File: src/rtl/sca_pkg.sv
// ----------------------------------------------------------------------------
// sca_pkg
// Shared types and constants of the size class packing allocator.
// ----------------------------------------------------------------------------
`default_nettype none
package sca_pkg;

  localparam int unsigned MAX_LEN     = 64;
  localparam int unsigned MAX_HANDLES = 1024;
  localparam int unsigned MAX_SLOTS   = 256;

  localparam logic [12:0] CHUNK_RESET = 13'd4096;
  localparam logic [12:0] CHUNK_MAX   = 13'd4096;

  // Commands
  localparam logic [1:0] CMD_CREATE = 2'd0;
  localparam logic [1:0] CMD_REMOVE = 2'd1;
  localparam logic [1:0] CMD_LOCATE = 2'd2;

  // Status codes
  localparam logic [2:0] ST_OK       = 3'd0;
  localparam logic [2:0] ST_NO_HDL   = 3'd1;
  localparam logic [2:0] ST_FULL     = 3'd2;
  localparam logic [2:0] ST_BAD_LEN  = 3'd3;
  localparam logic [2:0] ST_BAD_HDL  = 3'd4;

  // Controller to datapath commands
  typedef struct packed {
    logic ld_in;     // capture the accepted item
    logic clr_step;  // clear one handle entry, seed one stack entry
    logic fetch;     // read handle entry and stack top
    logic rd_cnt;    // read the class count
    logic chk;       // check the item, latch class and slots
    logic div_go;    // start a placement division
    logic div_last;  // divide for the last slot rather than the item slot
    logic lat_dst;   // capture item placement
    logic lat_src;   // capture last item placement
    logic commit_a;  // first table update
    logic commit_b;  // second table update (moved handle)
    logic emit;      // load the result registers
  } ctl_t;

  // Datapath to controller status
  typedef struct packed {
    logic clr_last;
    logic div_done;
    logic err;
    logic is_remove;
  } sts_t;

endpackage
`default_nettype wire

File: src/rtl/sca_ctrl.sv
// ----------------------------------------------------------------------------
// sca_ctrl
// Command sequencer: clear pass, table reads, checks, divisions, updates.
// ----------------------------------------------------------------------------
`default_nettype none
module sca_ctrl (
  input  wire logic          clk,
  input  wire logic          rst,
  input  wire logic          start,
  input  wire sca_pkg::sts_t sts,
  output logic               busy,
  output sca_pkg::ctl_t      ctl
);

  typedef enum logic [3:0] {
    S_CLEAR, S_IDLE, S_DEC, S_HWAIT, S_CHK, S_GO1, S_DIV1,
    S_GO2, S_DIV2, S_WR1, S_WR2, S_OUT
  } state_t;

  state_t state;
  state_t state_next;

  assign busy = (state != S_IDLE);

  // Decode commands and next state
  always_comb begin
    ctl        = '0;
    state_next = state;
    case (state)
      S_CLEAR: begin
        ctl.clr_step = 1'b1;
        if (sts.clr_last) begin
          state_next = S_IDLE;
        end
      end
      S_IDLE: begin
        if (start) begin
          ctl.ld_in  = 1'b1;
          state_next = S_DEC;
        end
      end
      S_DEC: begin
        ctl.fetch  = 1'b1;
        state_next = S_HWAIT;
      end
      S_HWAIT: begin
        ctl.rd_cnt = 1'b1;
        state_next = S_CHK;
      end
      S_CHK: begin
        ctl.chk    = 1'b1;
        state_next = sts.err ? S_OUT : S_GO1;
      end
      S_GO1: begin
        ctl.div_go = 1'b1;
        state_next = S_DIV1;
      end
      S_DIV1: begin
        if (sts.div_done) begin
          ctl.lat_dst = 1'b1;
          state_next  = sts.is_remove ? S_GO2 : S_WR1;
        end
      end
      S_GO2: begin
        ctl.div_go   = 1'b1;
        ctl.div_last = 1'b1;
        state_next   = S_DIV2;
      end
      S_DIV2: begin
        ctl.div_last = 1'b1;
        if (sts.div_done) begin
          ctl.lat_src = 1'b1;
          state_next  = S_WR1;
        end
      end
      S_WR1: begin
        ctl.commit_a = 1'b1;
        state_next   = S_WR2;
      end
      S_WR2: begin
        ctl.commit_b = 1'b1;
        state_next   = S_OUT;
      end
      S_OUT: begin
        ctl.emit   = 1'b1;
        state_next = S_IDLE;
      end
      default: begin
        state_next = S_IDLE;
      end
    endcase
  end

  always_ff @(posedge clk) begin
    if (rst) begin
      state <= S_CLEAR;
    end else begin
      state <= state_next;
    end
  end

endmodule
`default_nettype wire

File: config.mk
export PLATFORM = sky130hd
export DESIGN_NAME = sca_ctrl
export DESIGN_NICKNAME = d
export VERILOG_FILES = /design/src/rtl/sca_pkg.sv /design/src/rtl/sca_ctrl.sv
export SDC_FILE = /design/constraint.sdc
export NUM_CORES = 1
export LEC_CHECK = 0
export ABC_AREA = 1
export BUFFER_PORTS_ARGS = -buffer_cell sky130_fd_sc_hd__buf_4
export CAP_MARGIN = 20
export CELL_PAD_IN_SITES_DETAIL_PLACEMENT = 1
export CELL_PAD_IN_SITES_GLOBAL_PLACEMENT = 1
export CORE_MARGIN = 5
export CORE_UTILIZATION = 27
export DETAILED_ROUTE_END_ITERATION = 6
export PLACE_DENSITY = 0.82
export SYNTH_ARGS = -nofsm -noshare
export SYNTH_HDL_FRONTEND = slang
export SYNTH_SLANG_ARGS = --single-unit
export TNS_END_PERCENT = 30
File: constraint.sdc
create_clock -name clk -period 1.8 [get_ports clk]
set_clock_uncertainty 0.15 [all_clocks]
set_input_delay 0.27 -clock clk [delete_from_list [all_inputs] [get_ports clk]]
set_output_delay 0.27 -clock clk [all_outputs]
set_load 0.01 [all_outputs]
==> results of run 1 <==
==> through the flow <==
step | hold WS [ns] | setup WS [ns] | area, um2
after CTS | 0.0610 | 0.131 | 568
after global placement | 0.305 | 0.413 | 546
after global routing | 0.0681 | 0.0549 | 571
after detailed placement | 0.310 | 0.382 | 546
final | 0.0612 | 0.126 | 571
after floorplan | 0.189 | 0.517 | 384
==> synthesized netlist by cell type (all sizes together) <==
library cell   n
nand3          8
o21ai          1
dfxtp          4
nor3           1
inv           14
a21oi          5
nand2         18
nor2          19
nand4          2
o22ai          1
==> report_power, final <==
part	total (uW)	switching (uW)	leakage [uW]	internal, uW
Clock	109	34.9	0.0000138	74.4
Combinational	226	135	0.000267	91.4
Sequential	119	16.9	0.0000336	102
==> cells by family (layout without fill, tap and decap cells) <==
| group | after synthesis | in the layout | synth area share, % |
|---|---|---|---|
| AND/OR/NAND/NOR | 48 | 48 | 53.1 |
| flip-flops | 4 | 4 | 20.8 |
| AO/OA/AOI/OAI | 7 | 7 | 12.4 |
| buffers and inverters | 14 | 36 | 13.7 |
==> cell type report <==
type                       instances  area (um2)
multi-input combinational         55         251
fill                             199         747
tap                               15        18.8
timing repair buffer              19         143
inverter                          14        52.6
clock buffer                       3        22.5
sequential                         4        82.6
==> final timing paths <==
check	start	endpoint	cells after the start
setup reg to reg	state[0]	state[2]	7
setup / recovery	state[0]	ctl[11]	5
hold / removal	rst	state[3]	2
hold reg to reg	state[2]	state[3]	3
==> per-layer routing <==
metal | GRT usage, % | routed length (um)
met4 | 8.06 | 30
met1 | 14.2 | 562
met3 | 2.26 | 57
met5 | 0 | 0
met2 | 24.3 | 677
==> cell usage in the layout, fill, tap and decap left out, drive strengths merged <==
master,count
clkbuf,3
dfxtp,4
o21ai,1
a21oi,5
nor3,1
nor2,19
inv,14
nand2,18
nand3,8
o22ai,1
buf,19
nand4,2
==> results, run 1 <==
- The largest register by flop count is state.
- After floorplanning, the core was divided into 13 placement rows.
- The capturing element type of the critical path is an output port.
- In the routed layout, each cell is associated on average with a via count of 4.80.
- The number of H-tree branching levels is 1.
- Among all stages on the critical path, the largest delay is contributed by sky130_fd_sc_hd__dfxtp_1.
- The number of I/O port buffers is 19.
- The number of distinct library cells after synthesis is 13.
- The total I/O pin count is 20.
- The kind of cell with the highest combined delay on the critical path is flip-flops.
- Gates resized during post-CTS repair numbered 0.
- Synthesis inferred 4 register bits.
- The remaining number of nets flagged by the antenna check after routing is 0.
- The run finished with clean final reports.
- The largest registers in the layout are state (4).
- At the end of routability-driven placement, the weighted congestion stood at 0.779.
- The core outline area is 1320 um2.
- Walking the worst path, the cells encountered are inv_1 > nor2_2 > nand2_1 > nor2_1 > buf_4.
- The die is 47.7 um wide.
- The post-synthesis cell area is 384 um2.
- The number of remaining DRC errors is 0.
- The count of pins over their slew limit is 0.
- The non-filler instance count after layout is 110.
- CTS placed an instance of sky130_fd_sc_hd__clkbuf_4 at the clock tree root.
- In the final routed layout, each cell accounts on average for 12.1 um.
- After the first detailed-routing iteration, the DRC count stood at 6.
- The Yosys step of the flow raised 0 warnings.
- The highest clock rate is 597 MHz.
- The cell type with the largest total area after synthesis is sky130_fd_sc_hd__dfxtp_1.
- Entering global routing, the biggest net connects 7 pins.
- After clock tree synthesis, the clock-pin slew on the worst setup and hold paths is 0.04 ns.
- Setup repair after global routing left no endpoint under its margin.
- At the worst endpoint, the required time is 1.38 ns.
- The endpoint arrival time on the critical path is 1.25 ns.
- The mean instance size in the synthesized netlist is 5.26 um2.
- The count of max-cap constraint violations is 0.
- The pin slew with the least headroom to its limit is 0.291 ns.
- Global routing used 13.4% of the available tracks across all layers.
- The end-of-flow core utilization is 43.3%.
- Summed over all cells, the static leakage comes to 0.000314 uW.
- In this run the tightest slew margin relative to its limit is 80.6%.
- Along the worst path, the maximum fanout reaches 5.
- For this run, the post-layout net count is 104.
- The startpoint-to-endpoint class of the critical path is reg -> out.
- STA classifies the critical path startpoint as a flop.
- The number of setup buffers added after CTS is 0.
- The total power after layout is 454 uW.
- The wire length of the first global-routing pass is 2070 um.
- The first detailed-routing pass ran for 4 iterations.
- The worst-case IR drop observed on VDD is 0.000575 V.
- After clock tree synthesis, the flow added hold-fix buffers numbering 0.
- The final critical-path share of the clock period is 93.0%.
- In this run the deepest clock path goes through 2 buffers.
- The remaining global-route overflow is 0.
- The post-route netlist has 30.5% of its cells at a drive strength greater than 1.
- The power density relative to cell area is 796 nW/um2.
- The total wirelength of the detailed-routed design is 1330 um.
- Detailed placement finished with a half-perimeter wire length of 1100 um.
- The critical path contains buffers and inverters numbering 2 combined.
- The via count of the first global-routing pass is 522.
- Ranked by total cell area, the synthesized netlist is headed by sky130_fd_sc_hd__dfxtp_1, sky130_fd_sc_hd__nand2_1, sky130_fd_sc_hd__nor2_1, sky130_fd_sc_hd__inv_1, sky130_fd_sc_hd__nand3_1.
- The die boundary height is 47.7 um.
- The detailed-route via count is 528.
- The synthesized design devotes to its leading area cell type 20.8% of total area.
- The number of antenna repair diodes is 0.
- Once placement completed, the tool counted placed cells totaling 107.
- Synthesis produced 73 cells.
- For the final routed database, the setup TNS stands at 0 ns.
- The area enclosed by the die boundary is 2280 um2.
- Sequential cells were found to cover 20.8% of the synthesized design area.
- The number of antenna violations at the first check in global routing is 0.
- For this run, the slowest stage of the critical path takes 0.39 ns.
- The clock net in this run drives a total of 4 sinks.
- When the netlist entered floorplanning its net count stood at 80.
- The area added between synthesis and finish is 48.5%.
- The clock tree from TritonCTS is done.
- The number of hold violations in the final report is 0.
- The initial utilization of the core area, before any placement, comes to 29.2%.
- The CTS buffer count is 3.
- The register-to-register setup slack is 0.39 ns.
- Setup violations remaining at the end of the flow were counted as 0.
- The number of flip-flops in the largest register is 4.
- After layout, the minimum clock period comes to 1.67 ns.
- In this run the worst hold path is classified as in -> reg.
- At the later pin of the worst-skew pair, clock insertion delay measures 0.23 ns.
No activity file was read; power rests on OpenSTA's default activity.
==> run 2: changes to the inputs <==
- CORE_AREA: default -> 5 5 42 44
- CORE_MARGIN: 5 -> default
- CORE_UTILIZATION: 27 -> default
- CTS_BUF_LIST: default -> sky130_fd_sc_hd__clkbuf_4
- DIE_AREA: default -> 0 0 47 49
- PLACE_DENSITY: 0.82 -> 0.87
==> run 2 against run 1 <==
Against the previous run:
- non-clock buffer count up 1
- count of clock-buffer cells in the layout unchanged
- utilization down 2.1 points
- critical endpoint is now ctl[4]
- fmax about the same
==> results, run 2 (synthesized netlist as in run 1, its figures left out) <==
- The remaining global-route overflow is 0.
- The via count of the first global-routing pass is 561.
- The routed design could run at a clock period as short as 1.67 ns.
- Clock-pin slew was measured on the worst setup and hold paths at 0.04 ns.
- The remaining number of nets flagged by the antenna check after routing is 0.
- The register with the most flip-flops in the layout has 4 of them.
- Of the total power, combinational logic draws 52.2%.
- In the routed layout, each cell is associated on average with a via count of 4.78.
- Net switching is 41.3% of the power.
- The count of pins over their slew limit is 0.
- The fill cell instance count of the final layout is 220.
- CTS placed an instance of sky130_fd_sc_hd__clkbuf_4 at the clock tree root.
- In this run the post-CTS setup repair buffer count came out at 0.
- For this design the ratio of total power to cell area is 824 nW/um2.
- The maximum fanout along the worst path is 5.
- The clock tree from TritonCTS is done.
- The congestion estimate from routability-driven global placement came to 0.890.
- Adding up every negative setup slack in the final design gives 0 ns.
- After legalization and detailed placement, the total HPWL measured 1180 um.
- CTS built an H-tree with a depth of 1.
- The first TritonRoute pass finished after 4 iterations.
- Ranked by flip-flop count, first place goes to state.
- In the global route stage, overall resource usage came out at 13.2%.
- The min-delay analysis places its worst path in the category in -> reg.
- The maximum buffer depth of the clock tree is 2.
- The worst slew margin relative to its limit is 83.1%.
- The endpoint arrival time on the critical path is 1.25 ns.
- The final critical-path share of the clock period is 92.9%.
- In this design, the stage delay of the slowest critical-path cell is 0.42 ns.
- Counting the buffers created by CTS gives 3.
- The top cell types in the final layout, fill and taps aside, are sky130_fd_sc_hd__buf_4, sky130_fd_sc_hd__nand2_1, sky130_fd_sc_hd__nor2_1.
- For this run, the post-layout net count is 105.
- In this run, the number of DRC markers left after iteration 0 of detailed routing was 8.
- The non-filler instance count after layout is 112.
- The internal power of the cells is 279 uW.
- Once placement completed, the tool counted placed cells totaling 109.
- Port buffering added 19 buffers.
- For this run, design rule violations remaining after detail routing come to 0.
- The peak ir drop on the vdd network is 0.000300 V.
- The total I/O pin count is 20.
- Measured along the y axis, the die boundary spans 49 um.
- The share of layout cells above drive strength 1 is 29.2%.
- In this run, the clock network consumes 23.2% of the power.
- The analysis attributes to cell leakage a power of 0.000318 uW.
- The total clock sinks is 4.
- The post-layout worst setup margin is 0.127 ns.
- The library cell contributing the largest single delay on the critical path is sky130_fd_sc_hd__dfxtp_1.
- The cell family contributing the most delay on the critical path is flip-flops.
- Derived from the worst setup path, the maximum achievable clock frequency is 598 MHz.
- Setup repair after global routing left no endpoint under its margin.
- Buffers inserted to repair hold after CTS numbered 0.
- Dividing the detail-routed wire length by the instance count gives 12.2 um.
- The flow ran to the end, and the final reports show no timing, DRC or antenna violations.
- Data on the critical path is required at its endpoint by 1.38 ns.
- The number of antenna repair diodes is 0.
- The share of total power in sequential cells is 24.6%.
- The overall die width is 47 um.
- The die covers 2300 um2.
- The area added between synthesis and finish is 50.2%.
- The total wirelength of the detailed-routed design is 1370 um.
- In this run the power spent charging and discharging nets is 196 uW.
- For the pin with the worst max-slew slack, the measured transition is 0.252 ns.
- The region available for standard cell placement spans 1400 um2.
- The number of hold violations in the final report is 0.
- The first global-routing pass estimated 2280 um of wire.
- The pin count of the biggest net entering global routing is 7.
- In the final layout, the registers with the most flip-flops are state (4).
- The setup path with the least slack is of type reg -> out.
- Leaving out fill and tap cells, the most frequent cell in the layout is sky130_fd_sc_hd__buf_4.
- Summing over every cut layer, the via total after detailed routing is 535.
- The floorplan has 14 rows.
- Traced cell by cell, the critical path runs through inv_2 > nor2_2 > nand2_1 > nor2_1 > buf_4.
- The worst setup path is captured at an output port.
- The number of buffers and inverters on the critical path is 2.
- The latest clock arrival within the worst-skew pair is 0.23 ns.
- Setup violations remaining at the end of the flow were counted as 0.
- The count of max-cap constraint violations is 0.
- The number of antenna violations at the first check in global routing is 0.
- Once the clock tree was built, the resizer swapped 0 gates to a different size.
- The pre-CTS worst setup slack is 0.373 ns.
- The kind of start point of the critical path is a flop.
- For this configuration, the core starts out at a cell density of 27.4%.
## run 2: cell count changes in the layout (fill, tap and decap cells not counted), sizes merged
cell,previous run,this run
buf,19,20
## run 2: through the flow
stage / util [%] / cell area (um2) / power (uW) / hold WS, ns
3_3_place_gp: 39.6 / 554 / 360 / 0.310
2_1_floorplan: - / 384 / 259 / 0.189
3_5_place_dp: 39.6 / 554 / 368 / 0.314
5_1_grt: 41.2 / 577 / 514 / 0.0824
6_report: 41.2 / 577 / 475 / 0.0709
4_1_cts: 41.2 / 577 / 482 / 0.0683
## run 2: final timing paths
path             from       end  slack, ns  depth (start not counted)
min               rst  state[3]       0.07                          2
max reg2reg  state[1]  state[1]       0.41                          7
max          state[2]    ctl[4]       0.13                          5
min reg2reg  state[2]  state[3]       0.54                          3
## run 2: routing by layer
metal	track usage (%)	wire (um)	up-vias
met2	21.0	683	20
met5	0	0	-
met4	8.76	31	0
met3	2.58	83	4
met1	15.1	571	233
li1	-	-	278
## run 2: final cells by class
cell class              count  area [um2]  share of cell area (%)
clock buffers               3        22.5                    3.90
flip-flops and latches      4        80.1                    13.9
repair buffers             20         150                    26.0
inverters                  14        52.6                    9.11
multi-input cells          55         251                    43.6
well taps                  16        20.0                    3.47
## run 2: power groups by stage
stage	sequential, uW	combinational [uW]	clock (uW)
floorplan	114	146	0
global placement	117	243	0
detailed placement	119	250	0
CTS	117	251	113
global route	119	281	115
finish	117	248	110
